`config.mk`:
```
export PLATFORM = sky130hd
export DESIGN_NAME = serial_line_editor_tokenizer_unit
export DESIGN_NICKNAME = d
export VERILOG_FILES = /design/src/rtl/core/slet_pkg.sv /design/src/rtl/core/slet_ram.sv /design/src/rtl/core/slet_ctrl.sv /design/src/rtl/core/slet_datapath.sv /design/src/rtl/core/serial_line_editor_tokenizer_unit.sv
export VERILOG_INCLUDE_DIRS = /design/src /design/src/rtl/core
export SDC_FILE = /design/constraint.sdc
export NUM_CORES = 1
export LEC_CHECK = 0
export BUFFER_PORTS_ARGS = -buffer_cell sky130_fd_sc_hd__buf_2
export CAP_MARGIN = 5
export CORE_ASPECT_RATIO = 1.5
export CORE_MARGIN = 2
export CORE_UTILIZATION = 55
export DETAILED_ROUTE_END_ITERATION = 7
export HOLD_SLACK_MARGIN = 0.12
export PLACE_DENSITY_LB_ADDON = 0.08
export SLEW_MARGIN = 25
export SYNTH_ARGS = -nofsm -noshare
export SYNTH_HDL_FRONTEND = slang
export SYNTH_SLANG_ARGS = --single-unit
```
`constraint.sdc`:
```
create_clock -name clk_i -period 6.3 [get_ports clk_i]
set_input_delay 0 -clock clk_i [delete_from_list [all_inputs] [get_ports clk_i]]
set_output_delay 0 -clock clk_i [all_outputs]
set_load 0.02 [all_outputs]
```
`src/rtl/core/serial_line_editor_tokenizer_unit_defines.svh`:
```
// Assertion macros shared by the tokenizer RTL.
`ifndef SERIAL_LINE_EDITOR_TOKENIZER_UNIT_DEFINES_SVH
`define SERIAL_LINE_EDITOR_TOKENIZER_UNIT_DEFINES_SVH

`ifndef ASSERT_OFF
`define SLET_ASSERT(lbl, clk, rstn, prop) \
  lbl: assert property (@(posedge clk) disable iff (!rstn) (prop)) \
    else $error("slet: assertion failed");
`define SLET_ASSERT_IMP(lbl, clk, rstn, ante, cons) \
  lbl: assert property (@(posedge clk) disable iff (!rstn) (ante) |-> cons) \
    else $error("slet: implication failed");
`else
`define SLET_ASSERT(lbl, clk, rstn, prop)
`define SLET_ASSERT_IMP(lbl, clk, rstn, ante, cons)
`endif

`endif

```
`src/rtl/core/slet_pkg.sv`:
```
package slet_pkg;

  localparam int unsigned LineBufferLenDefault = 64;
  localparam int unsigned MaxTokensDefault     = 16;

  localparam logic [7:0] CH_CR  = 8'h0D;
  localparam logic [7:0] CH_LF  = 8'h0A;
  localparam logic [7:0] CH_BS  = 8'h08;
  localparam logic [7:0] CH_SP  = 8'h20;
  localparam logic [7:0] CH_TAB = 8'h09;
  localparam logic [7:0] CH_VT  = 8'h0B;
  localparam logic [7:0] CH_FF  = 8'h0C;

  typedef enum logic [2:0] {
    KIND_ECHO  = 3'd0,
    KIND_ERASE = 3'd1,
    KIND_FULL  = 3'd2,
    KIND_LINE  = 3'd3,
    KIND_TOKEN = 3'd4
  } kind_e;

  typedef enum logic [2:0] {
    ST_IDLE,
    ST_CNT_RD,
    ST_CNT_CAP,
    ST_LE_OUT,
    ST_EM_RD,
    ST_EM_CAP,
    ST_EM_LAST
  } state_e;

  typedef struct packed {
    logic take;
    logic rd;
    logic cnt_cap;
    logic le_load;
    logic em_step;
    logic em_last;
  } slet_cmd_t;

  typedef struct packed {
    logic is_eol;
    logic idx_done;
    logic no_tokens;
    logic out_free;
  } slet_stat_t;

  function automatic logic is_blank(input logic [7:0] c);
    return (c == CH_SP) || (c == CH_TAB) || (c == CH_VT) || (c == CH_FF);
  endfunction

endpackage

```
`src/rtl/core/slet_ram.sv`:
```
module slet_ram #(
  parameter int unsigned WIDTH = 8,
  parameter int unsigned DEPTH = 64
) (
  input  logic                     clk_i,
  input  logic                     we_i,
  input  logic [$clog2(DEPTH)-1:0] waddr_i,
  input  logic [WIDTH-1:0]         wdata_i,
  input  logic                     re_i,
  input  logic [$clog2(DEPTH)-1:0] raddr_i,
  output logic [WIDTH-1:0]         rdata_o
);

  logic [WIDTH-1:0] mem_q [DEPTH];

  always_ff @(posedge clk_i) begin
    if (we_i) begin
      mem_q[waddr_i] <= wdata_i;
    end
    if (re_i) begin
      rdata_o <= mem_q[raddr_i];
    end
  end

endmodule

```
`src/rtl/core/slet_ctrl.sv`:
```
`include "serial_line_editor_tokenizer_unit_defines.svh"

module slet_ctrl (
  input  logic               clk_i,
  input  logic               rst_ni,
  input  logic               in_valid_i,
  input  slet_pkg::slet_stat_t stat_i,
  output slet_pkg::slet_cmd_t  cmd_o,
  output logic               in_stall_o
);
  import slet_pkg::*;

  state_e state_q, state_d;

  always_ff @(posedge clk_i or negedge rst_ni) begin
    if (!rst_ni) begin
      state_q <= ST_IDLE;
    end else begin
      state_q <= state_d;
    end
  end

  always_comb begin
    state_d = state_q;
    unique case (state_q)
      ST_IDLE: begin
        if (in_valid_i && stat_i.out_free && stat_i.is_eol) state_d = ST_CNT_RD;
      end
      ST_CNT_RD: begin
        state_d = stat_i.idx_done ? ST_LE_OUT : ST_CNT_CAP;
      end
      ST_CNT_CAP: state_d = ST_CNT_RD;
      ST_LE_OUT: begin
        if (stat_i.out_free) state_d = stat_i.no_tokens ? ST_IDLE : ST_EM_RD;
      end
      ST_EM_RD: begin
        state_d = stat_i.idx_done ? ST_EM_LAST : ST_EM_CAP;
      end
      ST_EM_CAP: begin
        if (stat_i.out_free) state_d = ST_EM_RD;
      end
      ST_EM_LAST: begin
        if (stat_i.out_free) state_d = ST_IDLE;
      end
      default: state_d = ST_IDLE;
    endcase
  end

  always_comb begin
    cmd_o      = '0;
    in_stall_o = 1'b1;
    unique case (state_q)
      ST_IDLE: begin
        in_stall_o = !stat_i.out_free;
        cmd_o.take = in_valid_i && stat_i.out_free;
      end
      ST_CNT_RD:  cmd_o.rd = !stat_i.idx_done;
      ST_CNT_CAP: cmd_o.cnt_cap = 1'b1;
      ST_LE_OUT:  cmd_o.le_load = stat_i.out_free;
      ST_EM_RD:   cmd_o.rd = !stat_i.idx_done;
      ST_EM_CAP:  cmd_o.em_step = stat_i.out_free;
      ST_EM_LAST: cmd_o.em_last = stat_i.out_free;
      default: begin
        cmd_o = '0;
      end
    endcase
  end

  `SLET_ASSERT_IMP(a_eol_starts_scan, clk_i, rst_ni, cmd_o.take && stat_i.is_eol,
                   ##1 (state_q == ST_CNT_RD))
  `SLET_ASSERT_IMP(a_load_needs_slot, clk_i, rst_ni,
                   cmd_o.take || cmd_o.le_load || cmd_o.em_step || cmd_o.em_last,
                   stat_i.out_free)

endmodule

```
`src/rtl/core/slet_datapath.sv`:
```
`include "serial_line_editor_tokenizer_unit_defines.svh"

module slet_datapath #(
  parameter int unsigned LINE_BUFFER_LEN = slet_pkg::LineBufferLenDefault,
  parameter int unsigned MAX_TOKENS      = slet_pkg::MaxTokensDefault
) (
  input  logic                 clk_i,
  input  logic                 rst_ni,
  input  logic [7:0]           rx_char_i,
  input  slet_pkg::slet_cmd_t  cmd_i,
  output slet_pkg::slet_stat_t stat_o,
  input  logic                 out_stall_i,
  output logic                 out_valid_o,
  output logic [2:0]           kind_o,
  output logic [7:0]           char_out_o,
  output logic [3:0]           token_number_o,
  output logic                 token_end_o,
  output logic [4:0]           token_count_o,
  output logic                 tokens_dropped_o,
  output logic                 last_o
);
  import slet_pkg::*;

  localparam int unsigned FILL_W = $clog2(LINE_BUFFER_LEN);
  localparam int unsigned CNT_W  = $clog2(MAX_TOKENS + 2);
  localparam logic [FILL_W-1:0] FILL_CAP = FILL_W'(LINE_BUFFER_LEN - 1);
  localparam logic [CNT_W-1:0]  TOK_MAX  = CNT_W'(MAX_TOKENS);
  localparam logic [CNT_W-1:0]  TOK_OVER = CNT_W'(MAX_TOKENS + 1);

  logic [FILL_W-1:0] fill_q, fill_d, idx_q, idx_d;
  logic [CNT_W-1:0]  ntok_q, ntok_d, tok_q, tok_d, pend_tok_q, pend_tok_d;
  logic              prev_blank_q, prev_blank_d, pend_v_q, pend_v_d;
  logic [7:0]        pend_char_q, pend_char_d;
  logic              out_valid_q, out_valid_d;
  kind_e             kind_q, kind_d;
  logic [7:0]        char_q, char_d;
  logic [3:0]        tnum_q, tnum_d;
  logic              tend_q, tend_d, dropped_q, dropped_d, last_q, last_d;
  logic [4:0]        tcount_q, tcount_d;

  logic              ram_we;
  logic [7:0]        rd_data;
  logic              is_eol, is_bs, rd_blank, dropped, pend_kept, out_free;
  logic [CNT_W-1:0]  kept, kept_m1;

  slet_ram #(
    .WIDTH(8),
    .DEPTH(LINE_BUFFER_LEN)
  ) u_line_store (
    .clk_i  (clk_i),
    .we_i   (ram_we),
    .waddr_i(fill_q),
    .wdata_i(rx_char_i),
    .re_i   (cmd_i.rd),
    .raddr_i(idx_q),
    .rdata_o(rd_data)
  );

  assign is_eol    = (rx_char_i == CH_CR) || (rx_char_i == CH_LF);
  assign is_bs     = (rx_char_i == CH_BS);
  assign rd_blank  = is_blank(rd_data);
  assign dropped   = (ntok_q == TOK_OVER);
  assign kept      = dropped ? TOK_MAX : ntok_q;
  assign kept_m1   = CNT_W'(kept - CNT_W'(1));
  assign pend_kept = pend_v_q && (pend_tok_q != TOK_MAX);
  assign out_free  = !out_valid_q || !out_stall_i;
  assign ram_we    = cmd_i.take && !is_eol && !is_bs && (fill_q != FILL_CAP);

  assign stat_o.is_eol    = is_eol;
  assign stat_o.idx_done  = (idx_q == fill_q);
  assign stat_o.no_tokens = (ntok_q == '0);
  assign stat_o.out_free  = out_free;

  // scan and line state
  always_comb begin
    fill_d       = fill_q;
    idx_d        = idx_q;
    ntok_d       = ntok_q;
    tok_d        = tok_q;
    prev_blank_d = prev_blank_q;
    pend_v_d     = pend_v_q;
    pend_char_d  = pend_char_q;
    pend_tok_d   = pend_tok_q;
    if (cmd_i.take) begin
      if (is_eol) begin
        idx_d        = '0;
        ntok_d       = '0;
        prev_blank_d = 1'b1;
      end else if (is_bs) begin
        if (fill_q != '0) fill_d = fill_q - 1'b1;
      end else if (fill_q != FILL_CAP) begin
        fill_d = fill_q + 1'b1;
      end
    end
    if (cmd_i.cnt_cap) begin
      if (!rd_blank && prev_blank_q && !dropped) ntok_d = ntok_q + 1'b1;
      prev_blank_d = rd_blank;
      idx_d        = idx_q + 1'b1;
    end
    if (cmd_i.le_load) begin
      idx_d        = '0;
      tok_d        = '0;
      prev_blank_d = 1'b1;
      pend_v_d     = 1'b0;
      if (ntok_q == '0) fill_d = '0;
    end
    if (cmd_i.em_step) begin
      pend_v_d = !rd_blank;
      if (!rd_blank) begin
        pend_char_d = rd_data;
        // a new token starts after a blank or at the line head
        if (prev_blank_q) begin
          pend_tok_d = tok_q;
          if (tok_q != TOK_MAX) tok_d = tok_q + 1'b1;
        end
      end
      prev_blank_d = rd_blank;
      idx_d        = idx_q + 1'b1;
    end
    if (cmd_i.em_last) begin
      pend_v_d = 1'b0;
      fill_d   = '0;
      idx_d    = '0;
    end
  end

  // result register
  always_comb begin
    logic ld;
    ld        = 1'b0;
    kind_d    = kind_q;
    char_d    = char_q;
    tnum_d    = tnum_q;
    tend_d    = tend_q;
    tcount_d  = tcount_q;
    dropped_d = dropped_q;
    last_d    = last_q;
    if (cmd_i.take && !is_eol) begin
      ld        = !is_bs || (fill_q != '0);
      kind_d    = is_bs ? KIND_ERASE : ((fill_q != FILL_CAP) ? KIND_ECHO : KIND_FULL);
      char_d    = (!is_bs && (fill_q != FILL_CAP)) ? rx_char_i : 8'h00;
      tnum_d    = '0;
      tend_d    = 1'b0;
      tcount_d  = '0;
      dropped_d = 1'b0;
      last_d    = 1'b1;
    end
    if (cmd_i.le_load) begin
      ld        = 1'b1;
      kind_d    = KIND_LINE;
      char_d    = 8'h00;
      tnum_d    = '0;
      tend_d    = 1'b0;
      tcount_d  = 5'(kept);
      dropped_d = dropped;
      last_d    = (ntok_q == '0);
    end
    if ((cmd_i.em_step || cmd_i.em_last) && pend_kept) begin
      ld        = 1'b1;
      kind_d    = KIND_TOKEN;
      char_d    = pend_char_q;
      tnum_d    = 4'(pend_tok_q);
      tend_d    = cmd_i.em_last || rd_blank;
      tcount_d  = '0;
      dropped_d = 1'b0;
      last_d    = (cmd_i.em_last || rd_blank) && (pend_tok_q == kept_m1);
    end
    out_valid_d = ld || (out_valid_q && out_stall_i);
  end

  always_ff @(posedge clk_i or negedge rst_ni) begin
    if (!rst_ni) begin
      fill_q       <= '0;
      idx_q        <= '0;
      ntok_q       <= '0;
      tok_q        <= '0;
      prev_blank_q <= 1'b1;
      pend_v_q     <= 1'b0;
      out_valid_q  <= 1'b0;
    end else begin
      fill_q       <= fill_d;
      idx_q        <= idx_d;
      ntok_q       <= ntok_d;
      tok_q        <= tok_d;
      prev_blank_q <= prev_blank_d;
      pend_v_q     <= pend_v_d;
      out_valid_q  <= out_valid_d;
    end
  end

  always_ff @(posedge clk_i) begin
    pend_char_q <= pend_char_d;
    pend_tok_q  <= pend_tok_d;
    kind_q      <= kind_d;
    char_q      <= char_d;
    tnum_q      <= tnum_d;
    tend_q      <= tend_d;
    tcount_q    <= tcount_d;
    dropped_q   <= dropped_d;
    last_q      <= last_d;
  end

  assign out_valid_o      = out_valid_q;
  assign kind_o           = kind_q;
  assign char_out_o       = char_q;
  assign token_number_o   = tnum_q;
  assign token_end_o      = tend_q;
  assign token_count_o    = tcount_q;
  assign tokens_dropped_o = dropped_q;
  assign last_o           = last_q;

  `SLET_ASSERT(a_fill_cap, clk_i, rst_ni, fill_q <= FILL_CAP)
  `SLET_ASSERT(a_idx_in_line, clk_i, rst_ni, idx_q <= fill_q)
  `SLET_ASSERT_IMP(a_token_kept, clk_i, rst_ni, out_valid_q && (kind_q == KIND_TOKEN),
                   (5'(tnum_q) < 5'(MAX_TOKENS)))

endmodule

```
`src/rtl/core/serial_line_editor_tokenizer_unit.sv`:
```
// Serial line editor and tokenizer. Each received character is one item on the
// input channel; ordinary characters are stored (up to LINE_BUFFER_LEN - 1) and
// echoed, backspace erases, and CR or LF closes the line: a line-end result with
// the token count comes first, then every kept token character with its token
// number and end mark, and the line is cleared. Ordinary characters and
// backspace can follow each other back to back while the output is not stalled. A
// line end holds off further input, also through any output stall: the line
// store has a single read port with registered read, and the line is walked
// twice (count, then emit), with each character read and then captured. No input
// is taken during that walk.
module serial_line_editor_tokenizer_unit #(
  parameter int unsigned LINE_BUFFER_LEN = slet_pkg::LineBufferLenDefault,
  parameter int unsigned MAX_TOKENS      = slet_pkg::MaxTokensDefault
) (
  input  logic       clk_i,
  input  logic       rst_ni,
  input  logic       in_valid_i,
  output logic       in_stall_o,
  input  logic [7:0] rx_char_i,
  output logic       out_valid_o,
  input  logic       out_stall_i,
  output logic [2:0] kind_o,
  output logic [7:0] char_out_o,
  output logic [3:0] token_number_o,
  output logic       token_end_o,
  output logic [4:0] token_count_o,
  output logic       tokens_dropped_o,
  output logic       last_o
);
  import slet_pkg::*;

  slet_cmd_t  cmd;
  slet_stat_t stat;

  slet_ctrl u_ctrl (
    .clk_i     (clk_i),
    .rst_ni    (rst_ni),
    .in_valid_i(in_valid_i),
    .stat_i    (stat),
    .cmd_o     (cmd),
    .in_stall_o(in_stall_o)
  );

  slet_datapath #(
    .LINE_BUFFER_LEN(LINE_BUFFER_LEN),
    .MAX_TOKENS     (MAX_TOKENS)
  ) u_datapath (
    .clk_i           (clk_i),
    .rst_ni          (rst_ni),
    .rx_char_i       (rx_char_i),
    .cmd_i           (cmd),
    .stat_o          (stat),
    .out_stall_i     (out_stall_i),
    .out_valid_o     (out_valid_o),
    .kind_o          (kind_o),
    .char_out_o      (char_out_o),
    .token_number_o  (token_number_o),
    .token_end_o     (token_end_o),
    .token_count_o   (token_count_o),
    .tokens_dropped_o(tokens_dropped_o),
    .last_o          (last_o)
  );

endmodule

```
After elaboration in Yosys (flattened, before gate mapping)
Memory sizes are Yosys's and may differ from the RTL's. A register that Yosys moved wholly into a read port is not among the register bits.
Index checks and enable logic that the tools add are counted.
Widths: inputs -> output; s select.
Word-level totals
  output and inout bits: 25
  input port bits: 12
  memories: 1
  RAM bits: 512
  logic and storage cells: 165
  register bits after elaboration: 64
Operators by class
  $add $sub $neg: 6
  reductions and logical operators: 45
  muxes and demuxes: 72
  equality and inequality tests: 23
  bitwise logic cells: 1
Memories
  u_datapath.u_line_store.mem_q: depth 64, bits a word 8, rd ports 1, clocked after memory_dff 1, write ports 1, line slet_ram.sv:14  | logic [WIDTH-1:0] mem_q [DEPTH];
Operator list (number)
  $mux 6: 14
  $mux 5: 12
  $eq 8x4->1 const B: 6
  $mux 8: 4
  $mux 1: 28
  $mux 3: 8
  $pmux 3 s7: 1
  $add 6x1->6 const B: 2
  $logic_and 1x1->1: 12
  $mux 4: 3
  $add 5x1->5 const B: 2
  $ne 5x5->1 const B: 2
  $reduce_bool 5->1: 2
  $eq 3x3->1 const B: 3
  $logic_or 1x1->1: 9
  $eq 8x6->1 const B: 1
  $logic_not 1->1: 8
  $ne 2x1->1 const B: 4
  $reduce_bool 4->1: 2
  $eq 3x2->1 const B: 2
  $eq 6x6->1: 1
  $ne 6x6->1 const B: 1
  $reduce_and 2->1: 3
  $reduce_bool 3->1: 2
  other kinds (14): 15

Longest topological paths before layout
Gate-level depths: netlist of run 1.
  depth in word-level cells: 9
  mapped depth: 11
  mapped depth without buffers: 11

Hierarchy
From an unflattened synthesis of run 1, not the netlist that was laid out.
Second synthesis, totals
  cell total of the unflattened synthesis: 1286
  area total of the unflattened synthesis: 23749.0 um^2
By module, submodules not included
  slet_ram: area an instance 20246.9 um^2, times used 1, cells an instance 940, seq. area each 15615.0 um^2
  slet_datapath: area an instance 3260.6 um^2, times used 1, cells an instance 318, seq. area each 1617.8 um^2
  slet_ctrl: area an instance 241.5 um^2, times used 1, cells an instance 28, seq. area each 75.1 um^2

Worst setup path before layout of run 1
No wires, ideal clock.
  path type: register -> register
  from: register u_datapath.fill_q[0]
  to: memory u_datapath.u_line_store.mem_q[28][0] (enable)
  library setup time: 0.370 ns
  arrival time: 1.842 ns
  stages on the path, launching flop included: 9
  buffers on the path: 1
  slack: 4.088 ns
  clock period less this slack: 2.212 ns
  data required time: 5.930 ns
  cell sequence: dfrtp_1 > ha_1 > nand3_1 > or2_1 > clkbuf_1 > nand2_1 > nor2_1 > nand2_1 > nor2_1
On the way
  longest elaborated chain between the ends: 4
RTL lines
  start: declaration: line slet_datapath.sv:30  | logic [FILL_W-1:0] fill_q, fill_d, idx_q, idx_d;
  start signal: assignment: line slet_datapath.sv:181  | fill_q <= fill_d;
  $ne 6x6->1: line slet_datapath.sv:67  | assign ram_we = cmd_i.take && !is_eol && !is_bs && (fill_q != FILL_CAP);
  $logic_and 1x1->1: line slet_datapath.sv:67
  $mux 1: line slet_ram.sv:17  | if (we_i) begin
  $mux 1 (not written as such): line slet_ram.sv:18  | mem_q[waddr_i] <= wdata_i;
  end: declaration: line slet_ram.sv:14
Several ways; a longest one is shown, not always the timed one.

Final worst setup path of run 1
  from: register u_datapath.idx_q[0]
  to: register u_datapath.u_line_store.rdata_o[7], read port of u_datapath.u_line_store.mem_q (data pin)
On the way
  longest elaborated chain between the ends: 3
RTL lines
  start: declaration: line slet_datapath.sv:30
  start signal: assignment: line slet_datapath.sv:182  | idx_q <= idx_d;
  $eq 6x6->1: line slet_datapath.sv:70  | assign stat_o.idx_done = (idx_q == fill_q);
  $logic_not 1->1: line slet_ctrl.sv:57, slet_ctrl.sv:60
  $mux 1
  end: declaration: line slet_ram.sv:11  | output logic [WIDTH-1:0] rdata_o
Several ways; a longest one is shown, not always the timed one.
A chain may end at the register's enable or synchronous reset.

==> flow_summary.rst, run 1 <==
.. list-table::
   :header-rows: 1

   * - Metric
     - Value
   * - Result of the run
     - finished, final reports clean
   * - Maximum clock path buffer count
     - 3
   * - Startpoint of the lowest-slack register-to-register path
     - u_datapath.idx_q[0]
   * - Count of TritonRoute iterations in the first routing pass
     - 5
   * - Net count, final
     - approximately 1300
   * - Final period utilization
     - roughly 52%
   * - Prevailing post-synth register cell
     - sky130_fd_sc_hd__edfxtp_1
   * - Largest net degree at the start of global routing
     - just under 80
   * - Area leader, netlist
     - sky130_fd_sc_hd__edfxtp_1
   * - Leading post-synthesis cells by instance count
     - sky130_fd_sc_hd__edfxtp_1 (547), sky130_fd_sc_hd__mux4_2 (136), sky130_fd_sc_hd__nor2_1 (108), sky130_fd_sc_hd__nand2_1 (62), sky130_fd_sc_hd__clkbuf_1 (32)
   * - Start-to-end type of the worst setup path
     - flop to flop
   * - Post-Route Setup TNS
     - 0 ns
   * - Main area contributors after synthesis
     - sky130_fd_sc_hd__edfxtp_1 (70%), sky130_fd_sc_hd__mux4_2 (13%), sky130_fd_sc_hd__dfrtp_1 (2.9%)
   * - Share of the synthesized area in the top cell type
     - a little over two thirds
   * - Syn nets
     - roughly 1300
   * - Post-detail-place hpwl
     - ~35000 um
   * - Crit path launch
     - u_datapath.idx_q[0]
   * - Cts bufs inserted
     - 54
   * - Final Hold Viols
     - 0
   * - Average routed wire per standard cell
     - ~28 um
   * - Area enclosed by the die boundary
     - ~44000 um2
   * - Synthesis warning total
     - 0
   * - Arrival time of data at the critical path endpoint
     - roughly 3.6 ns
   * - Clock Root Buffer
     - sky130_fd_sc_hd__clkbuf_16
   * - Worst slew margin
     - between 30% and 40%
   * - Type of destination of the critical path
     - flop
   * - Skew-Pair Late Insertion Delay
     - 0.60 ns
   * - Post-Synthesis Cells
     - about 1300
   * - Slew Viols, Final
     - 0
   * - Net switching power
     - 1.463 mW
   * - Port bufs
     - 36
   * - Worst VDD drop
     - about 250 uV
   * - DR iter-0 viols
     - a little over 1000
   * - Count of unresolved DRC violations after routing
     - 0
   * - Total global-route track usage
     - between 20 and 25%
   * - Fin area
     - roughly 26000 um2
   * - Part of the power in combinational logic
     - 1.2%
   * - Mapped cell area
     - ~23000 um2
   * - Vias in the first global route
     - 12342
   * - Number of cell instances on the worst register-to-register path
     - 6
   * - Clock-pin slew on the worst setup and hold paths
     - approximately 0.060 ns
   * - Type of the tightest min-delay check
     - primary input to flop
   * - Proportion of power drawn by flip-flops and latches
     - 57.3%
   * - Number of diodes added for antenna fixing
     - 0
   * - Routability congestion estimate from global placement
     - about 0.93
   * - Reg2reg setup slack
     - 3.04 ns
   * - Vertical die dimension
     - around 260 um
   * - I/O Pins
     - 37
   * - Total of max-cap violations
     - 0
   * - Required time of the critical path
     - about 6.7 ns
   * - GR Overflow Total
     - 0
   * - RSZ-0062 raised after global routing
     - false
   * - Measured slew at the worst slew-check pin
     - between 1 and 1.5 ns
   * - Leakage Power
     - 8.291 nW
   * - Number of placement rows
     - between 90 and 100
   * - Core ar.
     - ~42000 um2
   * - Distinct cells, synth
     - 65
   * - Fraction of synthesis flops using an asynchronous set or reset pin
     - 4.795%
   * - Average size of a mapped cell
     - 18.67 um2
   * - Shortest clock period the worst path allows after layout
     - between 3 and 4 ns
   * - Sum of routed wire length over all layers
     - around 54000 um
   * - Layout area overhead
     - 10.51%
   * - Max FO, Critical Path
     - slightly below 80
   * - Proportion of layout cells with a drive suffix above 1
     - between 20% and 30%
   * - Cell Area, Placed
     - 24180 um2
   * - Power per Cell Area
     - between 200 and 300 nW/um2
   * - Flip-flop and latch count after synthesis
     - 584
   * - Vias after detailed routing
     - approximately 12000
   * - First-pass GRT wire length
     - 80560 um
   * - Max Freq
     - about 300 MHz
   * - Top-count cell post-synth
     - sky130_fd_sc_hd__edfxtp_1
   * - Reg-to-reg endpoint
     - u_datapath.u_line_store.rdata_o[7]
   * - Antenna-violating nets left
     - 0
   * - Internal power component
     - roughly 5.9 mW
   * - Sink Count
     - 584
   * - Clock power share
     - 41.5%
   * - Number of H-tree branching levels
     - 2
   * - Starting utilization of the core area
     - 55.73%
   * - Post-synthesis sequential area ratio
     - approximately three quarters
   * - Number of enable-type register cells in the synthesized netlist
     - 547
   * - Switching Share
     - 19.79%
   * - Setup violators final
     - 0
   * - Vias per cell
     - 6.216
   * - Critical Path End
     - u_datapath.u_line_store.rdata_o[7]
   * - Worst Skew
     - approximately 0.017 ns
   * - Startpoint types
     - flop
   * - Die Width
     - between 150 and 200 um
   * - Cts repair resizes
     - 0
   * - Count of fill cells added during filler insertion
     - about 3100
   * - Total power
     - between 7 and 8 mW
   * - TritonCTS clock tree
     - yes
   * - Antenna violations before repair
     - 0
## sequential cells by signal (all words and copies together), names as in the netlist
name	count
u_ctrl.state_q	3
u_datapath.prev_blank_q	1
u_datapath.token_end_o	1
u_datapath.kind_o	3
u_datapath.u_line_store.rdata_o	8
u_datapath.pend_char_q	8
u_datapath.fill_q	6
u_datapath.pend_v_q	1
u_datapath.u_line_store.mem_q	512
u_datapath.char_out_o	8
u_datapath.pend_tok_q	5
u_datapath.out_valid_o	1
u_datapath.idx_q	6
u_datapath.tok_q	5
u_datapath.token_number_o	4
u_datapath.ntok_q	5
u_datapath.tokens_dropped_o	1
u_datapath.last_o	1
u_datapath.token_count_o	5
## power groups by stage
stage	combinational, mW	sequential, mW	clock (mW)
6_report	0.0892	4.24	3.07
2_1_floorplan	0.00432	4.32	0
5_1_grt	0.0966	4.23	3.26
3_3_place_gp	0.0800	4.32	0
4_1_cts	0.0910	4.24	3.12
3_5_place_dp	0.0839	4.32	0
## through the flow
stage / worst slack (ns) / utilization, % / hold slack, ns / instances
after floorplan: 4.088 / - / -0.2956 / 1258
after global placement: 2.992 / 57.39 / 0.1053 / 1805
after global routing: 2.822 / 61.59 / 0.2029 / 1915
after CTS: 2.971 / 61.59 / 0.1304 / 1915
after detailed placement: 3.001 / 57.39 / 0.1072 / 1805
final: 3.036 / 61.59 / 0.1635 / 1915
## what timing repair did
action	CTS	global route
setup buffers	0	0
hold buffers	13	0
endpoints found under the hold margin	217	0
setup endpoints to repair	0	0
## placed cells by master, fill, tap and decap left out, types with 3 or more instances in the layout
master / instances
sky130_fd_sc_hd__o41ai_1: 7
sky130_fd_sc_hd__edfxtp_1: 547
sky130_fd_sc_hd__clkinv_1: 13
sky130_fd_sc_hd__nand3_1: 27
sky130_fd_sc_hd__nand4_1: 10
sky130_fd_sc_hd__o21ai_0: 21
sky130_fd_sc_hd__nand2b_1: 5
sky130_fd_sc_hd__clkinv_2: 13
sky130_fd_sc_hd__o21ai_1: 9
sky130_fd_sc_hd__mux2i_1: 30
sky130_fd_sc_hd__a22o_1: 11
sky130_fd_sc_hd__xnor2_1: 12
sky130_fd_sc_hd__dfrtp_1: 24
sky130_fd_sc_hd__a21o_1: 3
sky130_fd_sc_hd__o31ai_1: 11
sky130_fd_sc_hd__and2_1: 10
sky130_fd_sc_hd__xor2_1: 4
sky130_fd_sc_hd__nor3_1: 9
sky130_fd_sc_hd__inv_1: 9
sky130_fd_sc_hd__and3_1: 5
sky130_fd_sc_hd__nand3b_1: 4
sky130_fd_sc_hd__a211oi_1: 9
sky130_fd_sc_hd__ha_1: 10
sky130_fd_sc_hd__buf_2: 36
sky130_fd_sc_hd__nor2_1: 108
sky130_fd_sc_hd__nor3b_1: 3
sky130_fd_sc_hd__nor2b_1: 5
sky130_fd_sc_hd__nand2_1: 62
sky130_fd_sc_hd__o22ai_1: 18
sky130_fd_sc_hd__a21oi_1: 20
sky130_fd_sc_hd__dlygate4sd3_1: 12
sky130_fd_sc_hd__clkbuf_1: 11
sky130_fd_sc_hd__mux4_2: 136
sky130_fd_sc_hd__clkbuf_16: 55
sky130_fd_sc_hd__dfxtp_1: 9
sky130_fd_sc_hd__buf_4: 15
sky130_fd_sc_hd__a31oi_1: 5
## worst min path at each step
stage          cells after the start         start                       to
6_report                           5  rx_char_i[4]  u_datapath.prev_blank_q
3_3_place_gp                       1        rst_ni      u_datapath.idx_q[5]
2_1_floorplan                      0        rst_ni        u_ctrl.state_q[0]
5_1_grt                            5  rx_char_i[4]  u_datapath.prev_blank_q
3_5_place_dp                       1        rst_ni      u_datapath.idx_q[3]
4_1_cts                            5  rx_char_i[4]  u_datapath.prev_blank_q
## layer usage
metal	GRT usage [%]	share of wire (%)	wire [um]
met1	31.43	38	20660
met2	43.74	53	28250
met3	3.517	5.2	2787
met4	9.063	3.8	2028
met5	0	0	0
## cells by family after synthesis
family	Yosys count	share of synthesized area [%]
simple gates	268	5.313
mux	166	14.32
flops	584	73.71
buf+inv	79	1.588
xor+xnor	16	0.5968
compound gates	135	3.938
fa+ha+maj	10	0.5329
## worst max-delay path, stage by stage, from the launching register on
cell	delay, ns
sky130_fd_sc_hd__dfrtp_4	0.94
sky130_fd_sc_hd__buf_12	0.52
sky130_fd_sc_hd__mux4_2	0.37
sky130_fd_sc_hd__o22ai_1	0.09
sky130_fd_sc_hd__a211oi_1	0.63
sky130_fd_sc_hd__o21ai_1	0.22
sky130_fd_sc_hd__o41ai_1	0.13
## final cells by class
cell class,count,area (um2),share of cell area [%]
tap,564,705.7,2.720
timing repair buffer,65,452.9,1.746
clock inverter,31,211.5,0.8149
clock buffer,66,1418,5.463
inverter,10,37.54,0.1447
multi-input combinational,595,5807,22.38
sequential,584,17320,66.73
Power figures use the tool's default switching activity.
==> inputs of run 2 (changes only) <==
==> constraint.sdc (replaced) <==
create_clock -name clk_i -period 3.06 [get_ports clk_i]
set_input_delay 0 -clock clk_i [delete_from_list [all_inputs] [get_ports clk_i]]
set_output_delay 0 -clock clk_i [all_outputs]
set_load 0.02 [all_outputs]
==> run 2 against run 1 <==
Sequential share of layout area decreased by 2.7 points; routed wire length up 4.0%; total power increased by 120%; clock skew is essentially flat; final cell count increased by 5.3%; first-iteration DRC count rose by 12%; clock power rose by 140%; register-to-register slack worse by 2.8 ns; via count rose by 4.8%; fmax rose by 18%; core utilization grew 2.6 points; critical path type unchanged; largest cell class unchanged; highest routed layer unchanged.
==> flow_summary.rst, run 2 (synthesized netlist as in run 1, its figures left out) <==
.. list-table::
   :header-rows: 1

   * - Metric
     - Value
   * - Result of the run
     - finished, final reports clean
   * - Port bufs
     - 36 (unchanged)
   * - Leakage Power
     - 8.945 nW (+7.9%)
   * - Area enclosed by the die boundary
     - 44400 um2 (unchanged)
   * - Maximum clock path buffer count
     - 3 (unchanged)
   * - Clock-pin slew on the worst setup and hold paths
     - 0.07 ns (about the same)
   * - Switching Share
     - 18.96% (-0.83 points)
   * - TritonCTS clock tree
     - yes
   * - DR iter-0 viols
     - 1152 (+12%)
   * - Startpoint types
     - flop
   * - Core ar.
     - 42130 um2 (unchanged)
   * - Fin area
     - 27060 um2 (+4.3%)
   * - I/O Pins
     - 37 (unchanged)
   * - Type of the tightest min-delay check
     - primary input to flop
   * - Reg2reg setup slack
     - 0.28 ns (-2.75 ns)
   * - Number of placement rows
     - 92 (unchanged)
   * - GR Overflow Total
     - 0 (unchanged)
   * - Required time of the critical path
     - 3.53 ns (-3.15 ns)
   * - Proportion of power drawn by flip-flops and latches
     - 53.9% (-3.4 points)
   * - Sum of routed wire length over all layers
     - 55890 um (+4.0%)
   * - Antenna-violating nets left
     - 0 (unchanged)
   * - Slew Viols, Final
     - 0 (unchanged)
   * - Proportion of layout cells with a drive suffix above 1
     - 26.50% (+6.1 points)
   * - Vias per cell
     - 6.183 (-0.53%)
   * - Worst slew margin
     - 46.18% (+14 points)
   * - Clock power share
     - 45.0% (+3.5 points)
   * - Max FO, Critical Path
     - 12 (-84%)
   * - Vertical die dimension
     - 257.1 um (unchanged)
   * - Max Freq
     - 360.1 MHz (+18%)
   * - Largest net degree at the start of global routing
     - 79 (+1.3%)
   * - Cell Area, Placed
     - 24980 um2 (+3.3%)
   * - Shortest clock period the worst path allows after layout
     - 2.777 ns (-0.4866 ns)
   * - Total of max-cap violations
     - 0 (unchanged)
   * - Final Hold Viols
     - 0 (unchanged)
   * - Worst VDD drop
     - 572.5 uV (+130%)
   * - Layout area overhead
     - 15.25%
   * - Net switching power
     - 3.069 mW (+110%)
   * - RSZ-0062 raised after global routing
     - false
   * - Most flop-heavy register
     - u_datapath.u_line_store.mem_q
   * - Start-to-end type of the worst setup path
     - flop to flop
   * - Startpoint of the lowest-slack register-to-register path
     - u_datapath.fill_q[3]
   * - Count of TritonRoute iterations in the first routing pass
     - 5 (unchanged)
   * - Number of cell instances on the worst register-to-register path
     - 6 (unchanged)
   * - Number of diodes added for antenna fixing
     - 0 (unchanged)
   * - Count of cells along the worst hold path
     - 2 (-3)
   * - Final period utilization
     - 90.76% (+39 points)
   * - Power per Cell Area
     - 598.1 nW/um2 (+110%)
   * - Skew-Pair Late Insertion Delay
     - 0.59 ns (about the same)
   * - Vias in the first global route
     - 12708 (+3.0%)
   * - Highest-count cells in the layout ignoring fill and taps
     - sky130_fd_sc_hd__edfxtp_1 (547), sky130_fd_sc_hd__mux4_2 (136), sky130_fd_sc_hd__buf_4 (109), sky130_fd_sc_hd__nor2_1 (108), sky130_fd_sc_hd__nand2_1 (62)
   * - Measured slew at the worst slew-check pin
     - 0.8072 ns (-0.2091 ns)
   * - First-pass GRT wire length
     - 83120 um (+3.2%)
   * - Max FFs per register
     - 512 (unchanged)
   * - Vias after detailed routing
     - 12471 (+4.8%)
   * - Worst Skew
     - 0.01683 ns (-0.0002076 ns)
   * - Hold path endpoint
     - u_datapath.u_line_store.mem_q[32][1]
   * - Arrival time of data at the critical path endpoint
     - 3.24 ns (-0.40 ns)
   * - Number of H-tree branching levels
     - 2 (unchanged)
   * - Leading cell type in the layout, fill and taps excluded
     - sky130_fd_sc_hd__edfxtp_1
   * - Clock Root Buffer
     - sky130_fd_sc_hd__clkbuf_16
   * - Setup violators final
     - 0 (unchanged)
   * - Worst Min Path Start
     - rx_char_i[1]
   * - Type of destination of the critical path
     - flop
   * - Routability congestion estimate from global placement
     - 0.8519 (-8.3%)
   * - Total global-route track usage
     - 25.53% (+0.78 points)
   * - Reg-to-reg endpoint
     - u_datapath.out_valid_o
   * - Count of unresolved DRC violations after routing
     - 0 (unchanged)
   * - Part of the power in combinational logic
     - 1.1% (about the same)
   * - Starting utilization of the core area
     - 55.73% (unchanged)
   * - Average routed wire per standard cell
     - 27.71 um (-1.2%)
   * - Cts bufs inserted
     - 53 (-1.9%)
   * - Post-Route Setup TNS
     - 0 ns (unchanged)
   * - Post-detail-place hpwl
     - 36000 um (+3.8%)
   * - Sink Count
     - 584 (unchanged)
   * - Die Width
     - 172.7 um (unchanged)
   * - Antenna violations before repair
     - 3 (+3)
   * - Internal power component
     - 13.12 mW (+120%)
   * - Net count, final
     - 1431 (+7.4%)
==> run 2: per-stage QoR <==
step / std cells / total power, mW / util, % / hold WS, ns / setup slack, ns
3_3_place_gp: 1904 / 9.056 / 59.29 / 0.09264 / 0.2892
6_report: 2017 / 16.19 / 64.23 / 0.2963 / 0.2826
3_5_place_dp: 1904 / 9.063 / 59.29 / 0.08329 / 0.3565
5_1_grt: 2017 / 16.58 / 64.23 / 0.3187 / 0.1638
2_1_floorplan: 1258 / 8.901 / - / -0.2956 / 0.8475
4_1_cts: 2017 / 16.30 / 64.23 / 0.2742 / 0.3427
==> run 2: final cells by class <==
class / count / area [um2]
multi-input combinational: 595 / 5801
sequential: 584 / 17320
timing repair buffer: 165 / 1269
clock inverter: 42 / 591.8
clock buffer: 57 / 1341
inverter: 10 / 37.54
tap: 564 / 705.7
fill: 2978 / 15070
==> run 2: worst max-delay path by stage <==
stage | start | to | slack (ns)
after floorplan | u_datapath.fill_q[0] | u_datapath.u_line_store.mem_q[28][0] | 0.85
after global placement | u_datapath.idx_q[0] | u_datapath.u_line_store.rdata_o[0] | 0.29
after detailed placement | u_datapath.idx_q[0] | u_datapath.u_line_store.rdata_o[0] | 0.36
after CTS | u_datapath.idx_q[0] | u_datapath.u_line_store.rdata_o[0] | 0.34
after global routing | u_datapath.fill_q[3] | u_datapath.out_valid_o | 0.16
final | u_datapath.fill_q[3] | u_datapath.out_valid_o | 0.28
==> run 2: what timing repair did <==
item / in CTS / in global routing
hold endpoints to repair: 76 / 0
hold buffers: 14 / 0
setup buffers: 0 / 0
gates resized for setup: 0 / 0
==> run 2: layer usage <==
| layer | up-vias | wire [um] | track usage [%] |
|---|---|---|---|
| met2 | 466 | 29090 | 44.41 |
| li1 | 5386 | - | - |
| met3 | 123 | 2836 | 2.911 |
| met1 | 6496 | 21620 | 33.23 |
| met5 | - | 0 | 0 |
| met4 | 0 | 2339 | 10.15 |
==> run 2: critical path, stage by stage (launching register included) <==
cell and delay (ns):
sky130_fd_sc_hd__dfrtp_1 0.45, sky130_fd_sc_hd__buf_4 0.22, sky130_fd_sc_hd__or3_1 0.45, sky130_fd_sc_hd__nor3b_1 0.40
sky130_fd_sc_hd__a311o_1 0.43, sky130_fd_sc_hd__nand4_1 0.13, sky130_fd_sc_hd__dlygate4sd3_1 0.58
==> run 2: power groups by stage <==
| stage | combinational, mW | clock (mW) | sequential [mW] |
|---|---|---|---|
| 3_5_place_dp | 0.172 | 0 | 8.89 |
| 3_3_place_gp | 0.166 | 0 | 8.89 |
| 5_1_grt | 0.199 | 7.66 | 8.71 |
| 4_1_cts | 0.189 | 7.40 | 8.72 |
| 6_report | 0.183 | 7.28 | 8.72 |
| 2_1_floorplan | 0.00888 | 0 | 8.89 |
